[src/rtl/assert_macros.svh]
// Concurrent assertion helpers shared by the RTL.
`ifndef ASSERT_MACROS_SVH
`define ASSERT_MACROS_SVH

// Check a property on every rising clock edge outside reset.
`define BSB_ASSERT(lbl, clk, rst_n, prop, msg) \
  lbl: assert property (@(posedge clk) disable iff (!rst_n) prop) else $error(msg);

// Check that a condition never holds outside reset.
`define BSB_ASSERT_NEVER(lbl, clk, rst_n, cond, msg) \
  `BSB_ASSERT(lbl, clk, rst_n, !(cond), msg)

`endif

[src/rtl/bsb_pkg.sv]
`default_nettype none

package bsb_pkg;

  localparam int unsigned SPEED_W    = 24;
  localparam int unsigned ACCEL_W    = 32;
  localparam int unsigned TIME_W     = 32;
  localparam int unsigned CIRC_W     = 16;
  localparam int unsigned DECEL_W    = 8;
  localparam int unsigned MODE_W     = 2;
  localparam int unsigned MODE_COUNT = 3;

  // Shared multiplier operand widths and the divider widths it feeds
  localparam int unsigned MUL_A_W   = 24;
  localparam int unsigned MUL_B_W   = 20;
  localparam int unsigned DIV_NUM_W = MUL_A_W + MUL_B_W;
  localparam int unsigned DIV_DEN_W = 32;

  // circumference * 3600 s/h * 256 (Q8) / 1e6 us/s expressed per us: C * 921600 / dt
  localparam logic [MUL_B_W-1:0] SPEED_SCALE = 20'd921600;
  // speed difference scaled from per-us to per-second
  localparam logic [MUL_B_W-1:0] ACCEL_SCALE = 20'd1000000;

  localparam logic [SPEED_W-1:0] SPEED_MAX = {SPEED_W{1'b1}};
  localparam logic [ACCEL_W-1:0] ACCEL_MAX = {1'b0, {(ACCEL_W-1){1'b1}}};
  localparam logic [ACCEL_W-1:0] ACCEL_MIN = {1'b1, {(ACCEL_W-1){1'b0}}};

endpackage

`default_nettype wire

[src/rtl/bsb_divider.sv]
`default_nettype none

// Radix-2 restoring divider, one quotient bit per cycle.
module bsb_divider (
  input  wire logic                           clk_i,
  input  wire logic                           rst_ni,
  input  wire logic                           start_i,
  input  wire logic [bsb_pkg::DIV_NUM_W-1:0]  dividend_i,
  input  wire logic [bsb_pkg::DIV_DEN_W-1:0]  divisor_i,
  output logic                                busy_o,
  output logic                                done_o,
  output logic [bsb_pkg::DIV_NUM_W-1:0]       quotient_o
);

  localparam int unsigned NW = bsb_pkg::DIV_NUM_W;
  localparam int unsigned DW = bsb_pkg::DIV_DEN_W;
  localparam int unsigned CW = $clog2(NW + 1);

  logic          busy_q;
  logic          done_q;
  logic [CW-1:0] cnt_q;
  logic [DW-1:0] rem_q, rem_d;
  logic [NW-1:0] quo_q;
  logic [DW-1:0] dvs_q;
  logic [DW:0]   trial;
  logic [DW:0]   diff;
  logic          take;

  // Bring down the next dividend bit and try the subtraction
  assign trial = {rem_q, quo_q[NW-1]};
  assign diff  = trial - {1'b0, dvs_q};
  assign take  = !diff[DW];
  assign rem_d = take ? diff[DW-1:0] : trial[DW-1:0];

  always_ff @(posedge clk_i or negedge rst_ni) begin
    if (!rst_ni) begin
      busy_q <= 1'b0;
      done_q <= 1'b0;
      cnt_q  <= '0;
    end else begin
      done_q <= 1'b0;
      if (start_i) begin
        busy_q <= 1'b1;
        cnt_q  <= CW'(NW);
      end else if (busy_q) begin
        cnt_q <= cnt_q - CW'(1);
        if (cnt_q == CW'(1)) begin
          busy_q <= 1'b0;
          done_q <= 1'b1;
        end
      end
    end
  end

  always_ff @(posedge clk_i) begin
    if (start_i) begin
      rem_q <= '0;
      quo_q <= dividend_i;
      dvs_q <= divisor_i;
    end else if (busy_q) begin
      rem_q <= rem_d;
      quo_q <= {quo_q[NW-2:0], take};
    end
  end

  assign busy_o     = busy_q;
  assign done_o     = done_q;
  assign quotient_o = quo_q;

endmodule

`default_nettype wire

[src/rtl/bike_signal_brake_controller_top.sv]
// Bicycle turn-signal, speedometer and brake-lamp controller. Each request on the
// slave stream is one event sample (microsecond timestamp plus mode, left, right
// and hall flags) and yields exactly one result on the master stream with the
// mode, signal and lamp levels, speed (mph Q8), acceleration (mph/s Q8) and
// distance after that event. A sample without a hall pulse goes from S_IDLE to
// S_DONE, where the result is loaded into the output register as the block
// returns to S_IDLE and is ready again. A sample with a hall pulse steps through
// S_SPD_MUL, S_SPD_DIV, S_ACC_SUB, S_ACC_MUL, S_ACC_DIV, S_FIN and S_DONE: the
// speed and the acceleration each run one 44-bit division through the shared
// restoring divider at one quotient bit per cycle (started in the multiply state
// and picked up when the divider is done), plus the subtract and finish steps
// around them. With a zero time interval the divisions are skipped. The input
// is not ready while a sample is in progress; a finished result waits in the
// output register and does not block the next sample, but a sample that finishes
// while that register is still full holds until the result has been taken.
// Configuration writes go through the cfg port and must only be issued while the
// block is idle.
`default_nettype none
`include "assert_macros.svh"

module bike_signal_brake_controller_top (
  input  wire logic        clk_i,
  input  wire logic        rst_ni,
  // configuration write port
  input  wire logic        cfg_we_i,
  input  wire logic [1:0]  cfg_idx_i,
  input  wire logic [31:0] cfg_data_i,
  // event samples
  input  wire logic        s_axis_tvalid,
  output logic             s_axis_tready,
  // [31:0] now_us, [32] mode_press, [33] left_press, [34] right_press,
  // [35] hall_pulse, [39:36] zero
  input  wire logic [39:0] s_axis_tdata,
  // results
  output logic             m_axis_tvalid,
  input  wire logic        m_axis_tready,
  // [1:0] current_mode, [2] left_signal_on, [3] right_signal_on, [4] left_lamp,
  // [5] right_lamp, [6] brake_lamp, [30:7] speed_q8, [62:31] accel_q8,
  // [94:63] distance_umiles, [95] zero
  output logic [95:0]      m_axis_tdata
);

  localparam int unsigned SPEED_W = bsb_pkg::SPEED_W;
  localparam int unsigned ACCEL_W = bsb_pkg::ACCEL_W;
  localparam int unsigned TIME_W  = bsb_pkg::TIME_W;
  localparam int unsigned MODE_W  = bsb_pkg::MODE_W;
  localparam int unsigned NW      = bsb_pkg::DIV_NUM_W;

  typedef enum logic [1:0] {
    CFG_DEBOUNCE = 2'd0,
    CFG_BLINK    = 2'd1,
    CFG_CIRC     = 2'd2,
    CFG_DECEL    = 2'd3
  } cfg_idx_e;

  typedef enum logic [2:0] {
    S_IDLE,
    S_SPD_MUL,
    S_SPD_DIV,
    S_ACC_SUB,
    S_ACC_MUL,
    S_ACC_DIV,
    S_FIN,
    S_DONE
  } state_e;

  // Configuration
  logic [TIME_W-1:0]           debounce_q;
  logic [TIME_W-1:0]           blink_q;
  logic [bsb_pkg::CIRC_W-1:0]  circ_q;
  logic [bsb_pkg::DECEL_W-1:0] decel_q;

  // Architectural state
  state_e             state_q;
  logic [MODE_W-1:0]  mode_q;
  logic               left_active_q, right_active_q;
  logic               left_lamp_q, right_lamp_q;
  logic               brake_q;
  logic [TIME_W-1:0]  last_accept_q, last_blink_q, last_rev_q;
  logic [SPEED_W-1:0] last_speed_q;
  logic [ACCEL_W-1:0] accel_q;
  logic [TIME_W-1:0]  distance_q;
  logic               m_valid_q;

  // Per-sample working registers
  logic [TIME_W-1:0]  dt_q;
  logic [SPEED_W-1:0] speed_q;
  logic [SPEED_W-1:0] mag_q;
  logic               neg_q;
  logic [94:0]        out_q;

  // Input fields
  logic [TIME_W-1:0] now_us;
  logic              mode_press, left_press, right_press, hall_pulse;
  assign now_us      = s_axis_tdata[31:0];
  assign mode_press  = s_axis_tdata[32];
  assign left_press  = s_axis_tdata[33];
  assign right_press = s_axis_tdata[34];
  assign hall_pulse  = s_axis_tdata[35];

  logic accept;
  assign s_axis_tready = (state_q == S_IDLE);
  assign accept        = s_axis_tvalid && s_axis_tready;

  // Buttons and blink. An accepted press stamps last_accept_q with now; within one
  // sample the buttons are taken in priority order, so only the first pressed
  // button in mode, left, right order can act.
  logic [TIME_W-1:0] since_press, since_blink;
  logic              press_ok, blink_due;
  logic [MODE_W-1:0] mode_d;
  logic              l_act_d, r_act_d, l_lamp_d, r_lamp_d, took_press;

  assign since_press = now_us - last_accept_q;
  assign since_blink = now_us - last_blink_q;
  assign press_ok    = since_press > debounce_q;
  assign blink_due   = since_blink >= blink_q;

  always_comb begin
    mode_d     = mode_q;
    l_act_d    = left_active_q;
    r_act_d    = right_active_q;
    l_lamp_d   = left_lamp_q;
    r_lamp_d   = right_lamp_q;
    took_press = 1'b0;
    if (press_ok) begin
      priority if (mode_press) begin
        took_press = 1'b1;
        mode_d     = (mode_q == MODE_W'(bsb_pkg::MODE_COUNT - 1)) ? '0
                                                                   : mode_q + MODE_W'(1);
      end else if (left_press) begin
        took_press = 1'b1;
        r_act_d    = 1'b0;
        r_lamp_d   = 1'b0;
        if (left_active_q) begin
          l_act_d  = 1'b0;
          l_lamp_d = 1'b0;
        end else begin
          l_act_d = 1'b1;
        end
      end else if (right_press) begin
        took_press = 1'b1;
        l_act_d    = 1'b0;
        l_lamp_d   = 1'b0;
        if (right_active_q) begin
          r_act_d  = 1'b0;
          r_lamp_d = 1'b0;
        end else begin
          r_act_d = 1'b1;
        end
      end else begin
        took_press = 1'b0;
      end
    end
    // Toggle the lamp of whichever signal is active
    if (blink_due) begin
      if (l_act_d) begin
        l_lamp_d = !l_lamp_d;
      end else if (r_act_d) begin
        r_lamp_d = !r_lamp_d;
      end
    end
  end

  // Shared multiplier: speed numerator first, then the scaled speed change
  logic [bsb_pkg::MUL_A_W-1:0] mul_a;
  logic [bsb_pkg::MUL_B_W-1:0] mul_b;
  logic [NW-1:0]               mul_p;
  assign mul_a = (state_q == S_SPD_MUL) ? bsb_pkg::MUL_A_W'(circ_q) : mag_q;
  assign mul_b = (state_q == S_SPD_MUL) ? bsb_pkg::SPEED_SCALE : bsb_pkg::ACCEL_SCALE;
  assign mul_p = {{bsb_pkg::MUL_B_W{1'b0}}, mul_a} * {{bsb_pkg::MUL_A_W{1'b0}}, mul_b};

  // Divider
  logic          div_start, div_busy, div_done, div_wait;
  logic [NW-1:0] div_quo;
  logic          dt_zero;
  assign dt_zero   = (dt_q == '0);
  assign div_start = ((state_q == S_SPD_MUL) || (state_q == S_ACC_MUL)) && !dt_zero;
  assign div_wait  = (state_q == S_SPD_DIV) || (state_q == S_ACC_DIV);

  bsb_divider u_div (
    .clk_i      (clk_i),
    .rst_ni     (rst_ni),
    .start_i    (div_start),
    .dividend_i (mul_p),
    .divisor_i  (dt_q),
    .busy_o     (div_busy),
    .done_o     (div_done),
    .quotient_o (div_quo)
  );

  // Saturate the quotients
  logic [SPEED_W-1:0] speed_sat;
  logic [ACCEL_W-1:0] accel_sat;
  logic [ACCEL_W-1:0] accel_zero_dt;
  assign speed_sat = (|div_quo[NW-1:SPEED_W]) ? bsb_pkg::SPEED_MAX : div_quo[SPEED_W-1:0];

  always_comb begin
    if (neg_q) begin
      // Magnitude above 2^31 clips to the most negative value
      if ((|div_quo[NW-1:ACCEL_W]) || (div_quo[ACCEL_W-1] && (|div_quo[ACCEL_W-2:0]))) begin
        accel_sat = bsb_pkg::ACCEL_MIN;
      end else begin
        accel_sat = -div_quo[ACCEL_W-1:0];
      end
    end else begin
      accel_sat = (|div_quo[NW-1:ACCEL_W-1]) ? bsb_pkg::ACCEL_MAX : div_quo[ACCEL_W-1:0];
    end
  end

  assign accel_zero_dt = (mag_q == '0) ? '0 : (neg_q ? bsb_pkg::ACCEL_MIN : bsb_pkg::ACCEL_MAX);

  // Brake lights below minus threshold * 256
  logic signed [ACCEL_W-1:0] brake_lim;
  assign brake_lim = -$signed({{(ACCEL_W - bsb_pkg::DECEL_W - 8){1'b0}}, decel_q, 8'b0});

  logic out_free, out_load;
  assign out_free = !m_valid_q || m_axis_tready;
  assign out_load = (state_q == S_DONE) && out_free;

  always_ff @(posedge clk_i or negedge rst_ni) begin
    if (!rst_ni) begin
      debounce_q     <= 32'd300000;
      blink_q        <= 32'd500000;
      circ_q         <= 16'd1289;
      decel_q        <= 8'd1;
      state_q        <= S_IDLE;
      mode_q         <= '0;
      left_active_q  <= 1'b0;
      right_active_q <= 1'b0;
      left_lamp_q    <= 1'b0;
      right_lamp_q   <= 1'b0;
      brake_q        <= 1'b0;
      last_accept_q  <= '0;
      last_blink_q   <= '0;
      last_rev_q     <= '0;
      last_speed_q   <= '0;
      accel_q        <= '0;
      distance_q     <= '0;
      m_valid_q      <= 1'b0;
    end else begin
      if (cfg_we_i) begin
        unique case (cfg_idx_e'(cfg_idx_i))
          CFG_DEBOUNCE: debounce_q <= cfg_data_i;
          CFG_BLINK:    blink_q    <= cfg_data_i;
          CFG_CIRC:     circ_q     <= cfg_data_i[bsb_pkg::CIRC_W-1:0];
          CFG_DECEL:    decel_q    <= cfg_data_i[bsb_pkg::DECEL_W-1:0];
        endcase
      end

      // Load a finished result, else drop the one just taken
      if (out_load) begin
        m_valid_q <= 1'b1;
      end else if (m_axis_tready) begin
        m_valid_q <= 1'b0;
      end

      unique case (state_q)
        S_IDLE: begin
          if (accept) begin
            mode_q         <= mode_d;
            left_active_q  <= l_act_d;
            right_active_q <= r_act_d;
            left_lamp_q    <= l_lamp_d;
            right_lamp_q   <= r_lamp_d;
            if (took_press) begin
              last_accept_q <= now_us;
            end
            if (blink_due) begin
              last_blink_q <= now_us;
            end
            if (hall_pulse) begin
              last_rev_q <= now_us;
              distance_q <= distance_q + TIME_W'(circ_q);
              state_q    <= S_SPD_MUL;
            end else begin
              state_q <= S_DONE;
            end
          end
        end
        S_SPD_MUL: begin
          state_q <= dt_zero ? S_ACC_SUB : S_SPD_DIV;
        end
        S_SPD_DIV: begin
          if (div_done) begin
            state_q <= S_ACC_SUB;
          end
        end
        S_ACC_SUB: begin
          state_q <= S_ACC_MUL;
        end
        S_ACC_MUL: begin
          if (dt_zero) begin
            accel_q <= accel_zero_dt;
            state_q <= S_FIN;
          end else begin
            state_q <= S_ACC_DIV;
          end
        end
        S_ACC_DIV: begin
          if (div_done) begin
            accel_q <= accel_sat;
            state_q <= S_FIN;
          end
        end
        S_FIN: begin
          brake_q      <= $signed(accel_q) < brake_lim;
          last_speed_q <= speed_q;
          state_q      <= S_DONE;
        end
        S_DONE: begin
          // Hold here until the output register can take the result
          if (out_free) begin
            state_q <= S_IDLE;
          end
        end
        default: state_q <= S_IDLE;
      endcase
    end
  end

  // Working registers and the result snapshot
  always_ff @(posedge clk_i) begin
    if (accept) begin
      dt_q <= now_us - last_rev_q;
    end
    if ((state_q == S_SPD_MUL) && dt_zero) begin
      speed_q <= bsb_pkg::SPEED_MAX;
    end else if ((state_q == S_SPD_DIV) && div_done) begin
      speed_q <= speed_sat;
    end
    if (state_q == S_ACC_SUB) begin
      neg_q <= speed_q < last_speed_q;
      mag_q <= (speed_q < last_speed_q) ? last_speed_q - speed_q : speed_q - last_speed_q;
    end
    if (out_load) begin
      out_q <= {distance_q, accel_q, last_speed_q, brake_q, right_lamp_q, left_lamp_q,
                right_active_q, left_active_q, mode_q};
    end
  end

  assign m_axis_tvalid = m_valid_q;
  assign m_axis_tdata  = {1'b0, out_q};

  `BSB_ASSERT_NEVER(a_signal_excl, clk_i, rst_ni, left_active_q && right_active_q, "both on")
  `BSB_ASSERT(a_mode_range, clk_i, rst_ni, {1'b0, mode_q} < 3'(bsb_pkg::MODE_COUNT), "mode range")
  `BSB_ASSERT(a_div_nonzero, clk_i, rst_ni, div_start |-> dt_q != '0, "divide by zero interval")
  `BSB_ASSERT(a_div_done_state, clk_i, rst_ni, div_done |-> div_wait, "divider done out of place")
  `BSB_ASSERT_NEVER(a_ready_busy, clk_i, rst_ni, s_axis_tready && div_busy, "ready while dividing")

endmodule

`default_nettype wire
[config.mk]
export PLATFORM = sky130hd
export DESIGN_NAME = bike_signal_brake_controller_top
export DESIGN_NICKNAME = d
export VERILOG_FILES = /design/src/rtl/bsb_pkg.sv /design/src/rtl/bsb_divider.sv /design/src/rtl/bike_signal_brake_controller_top.sv
export VERILOG_INCLUDE_DIRS = /design/src /design/src/rtl
export SDC_FILE = /design/constraint.sdc
export NUM_CORES = 2
export LEC_CHECK = 0
export BUFFER_PORTS_ARGS = -buffer_cell sky130_fd_sc_hd__buf_2
export CAP_MARGIN = 25
export CELL_PAD_IN_SITES_DETAIL_PLACEMENT = 0
export CELL_PAD_IN_SITES_GLOBAL_PLACEMENT = 2
export CORE_MARGIN = 2
export CORE_UTILIZATION = 40
export DETAILED_ROUTE_END_ITERATION = 10
export GPL_TIMING_DRIVEN = 0
export PLACE_DENSITY = 0.89
export SLEW_MARGIN = 20
export SYNTH_ARGS = -nofsm -noshare
export SYNTH_HDL_FRONTEND = slang
export SYNTH_HIERARCHICAL = 1
export SYNTH_SLANG_ARGS = --single-unit
[constraint.sdc]
create_clock -name clk_i -period 13.6 [get_ports clk_i]
set_clock_uncertainty 0.2 [all_clocks]
set_input_delay 2.72 -clock clk_i [delete_from_list [all_inputs] [get_ports clk_i]]
set_output_delay 2.72 -clock clk_i [all_outputs]
set_load 0.05 [all_outputs]
==> out/metrics.yaml <==
finalWorstSetupSlack_ps: 4978
grt_overflow_total: 0
regMostFlops: "out_q"
clock.fmax_ghz: 0.1160
r2r_start: "state_q[1]"
crit_top_cell: "fa_1"
syn_area_um2: 40150
grt_start_max_net_pins: 93
critPathRequiredTime_ps: 13790
maxCapViolCount: 0
synth_compound_area_frac: 0.1506
drv_slew: 0
async_flop_share: 0.5061
min_delay_path_depth: 0
final_layout_size_suffix_gt1_frac: 0.1111
tightest_slew_ps: 947.5
fill_cells: 9669
hold_buffers: 0
syn_to_final_growth_pct: 12.54
wl_per_cell_um: 19.25
tns_ps: 0
numCtsBuffers: 68
cts_tree: "done"
r2r_cells: 30
synth-edff-count: 228
cts-root-buf: "clkbuf_16"
hp-class: "flop to flop"
synth.area.top_cells: "edfxtp_1 (17%), dfrtp_1 (17%), ha_1 (15%)"
start_kind: "flop"
pre_cts_slack_ps: 4485
yosysSeqAreaShare: 0.3805
nNetsFinal: 5058
cp-startpoint: "state_q[1]"
cts_resized: 0
numClockSinks: 575
yosys_most_used_dff: "dfrtp_1"
cts_setup_buffers: 0
gp_congestion: 0.8973
status: "finished, final reports clean"
core-area_um2: 99860
num_rows: 116
grtUsageTotal: 0.2164
ys.warnings.count: 6
via_per_inst: 5.270
first_iter_violations: 2148
dpl.hpwl_um: 87720
endpoint_kind: "flop"
wl_um: 110400
synthSimpleGateAreaFrac: 0.1176
clk_latency_ps: 640
drtPass1Iterations: 7
dpl_cell_area_um2: 42980
cts_buffer_depth: 3
rsz0062_at_grt: "no"
muxShareOfSynthArea: 0.03737
clkTransAtPathRegs_ps: 60
vias: 30239
largest_reg_flops: 95
pin_count: 177
grt_pass1_vias: 29617
synthCells: 4116
start_util: 0.4021
fin_area_um2: 45180
die_y_um: 320.8
arrival_ps: 8810
synth_area_leader_cell: "edfxtp_1"
grt_pass1_wl_um: 174200
slew_headroom: 0.3641
synth_top_area_frac: 0.1705
cp_slowest_cell: "fa_1"
crit_type: "flop to flop"
max_stage_delay_ps: 540
synth-xor-area-share: 0.04759
antenna_found_initial: 9
synth_cell_types: 94
hp-start: "dt_q[1]"
htreeDepth: 3
dieArea_um2: 102900
synth_top_family_by_area: "adder cells"
dieWidth_um: 320.8
yosys.area_share.adder: 0.2085
drc: 0
final-setup-viol-count: 0
critPathMaxFanout: 10
min_period_ps: 8622
ant_nets: 0
avgSynthCellArea_um2: 9.754
fin_crit_sh: 0.6340
ys_ff_latch: 575
hold_viol: 0
placement.io_buffers: 169
==> through the flow <==
step / std cells / hold WS [ps] / utilization
CTS: 5737 / 242.5 / 0.4524
floorplan: 4131 / 218.6 / -
global route: 5737 / 246.1 / 0.4524
finish: 5738 / 242.9 / 0.4525
detailed placement: 5612 / 230.5 / 0.4304
global placement: 5598 / 233.3 / 0.4274
==> metal layers <==
layer,vias to the layer above,share of wire,track usage
met3,133,0.043,0.02607
li1,14926,-,-
met4,6,0.022,0.05556
met1,14572,0.49,0.3148
met2,602,0.44,0.3414
met5,-,0.00023,0
==> worst paths after layout <==
check	to	slack, ps
hold / removal	u_div/dvs_q[1]	240
setup / recovery	u_div/quotient_o[31]	4980
max in group asynchronous	last_rev_q[26]	10180
min in group asynchronous	distance_q[13]	1800
setup reg to reg	u_div/quotient_o[31]	4980
hold reg to reg	u_div/dvs_q[1]	240
==> logic make-up after synthesis <==
family	count (synthesis)
AOI/OAI and AO/OA	976
muxes	136
DFF	575
adders and majority gates	599
buffers and inverters	611
other	2
xor gates and xnor gates	216
and+or+nand+nor	1001
==> cell usage after synthesis, drive strengths merged, types with 22 or more instances <==
cell,count
a211oi,42
a21o,103
a21oi,255
a31oi,37
and2,36
and3,33
clkbuf,104
dfrtp,271
dfxtp,56
edfxtp,228
fa,118
ha,477
inv,487
mux2,111
mux2i,25
nand2,363
nand2b,39
nand3,56
nand4,33
nor2,246
nor2b,31
nor3,57
nor4,27
o21a,39
o21ai,309
o22a,22
o22ai,38
xnor2,133
xor2,83
==> cell usage in the layout (no fill, tap or decap), drive strengths merged, types with 20 or more instances in the layout <==
cell type,instances
dfstp,20
buf,202
o22a,22
nand2b,39
xor2,83
and2,36
a211oi,42
mux2i,25
mux2,111
nand4,33
nand3,56
nor3,57
ha,477
a31oi,37
nor2,246
a21oi,255
o21a,39
o21ai,309
a21o,103
nor2b,31
inv,493
dfxtp,56
clkbuf,198
xnor2,133
dfrtp,271
o22ai,38
nor4,27
fa,118
edfxtp,228
nand2,363
and3,33
==> cell type report <==
class | count | area [µm²] | area share
sequential | 575 | 15270 | 0.3381
inverter | 488 | 1832 | 0.04054
timing repair buffer | 183 | 1115 | 0.02467
clock inverter | 31 | 296.5 | 0.006563
antenna | 1 | 2.502 | 0.00005538
buffer | 123 | 485.5 | 0.01074
tap | 1298 | 1624 | 0.03594
multi-input combinational | 2945 | 22650 | 0.5013
clock buffer | 94 | 1902 | 0.04209
==> worst max-delay path: cells and delay by family, from the launching register on <==
family,cells,cell delay [ps]
AND/OR/NAND/NOR,6,1480
multiplexers,1,280
adder cells (fa/ha/maj),8,3430
XOR/XNOR,1,180
buffers and inverters,6,900
flip-flops,1,350
AO/OA/AOI/OAI,8,1560
Power is left out: the tool's default activity adds up to more than one toggle a clock period on the data nets, which glitch-free logic cannot reach.
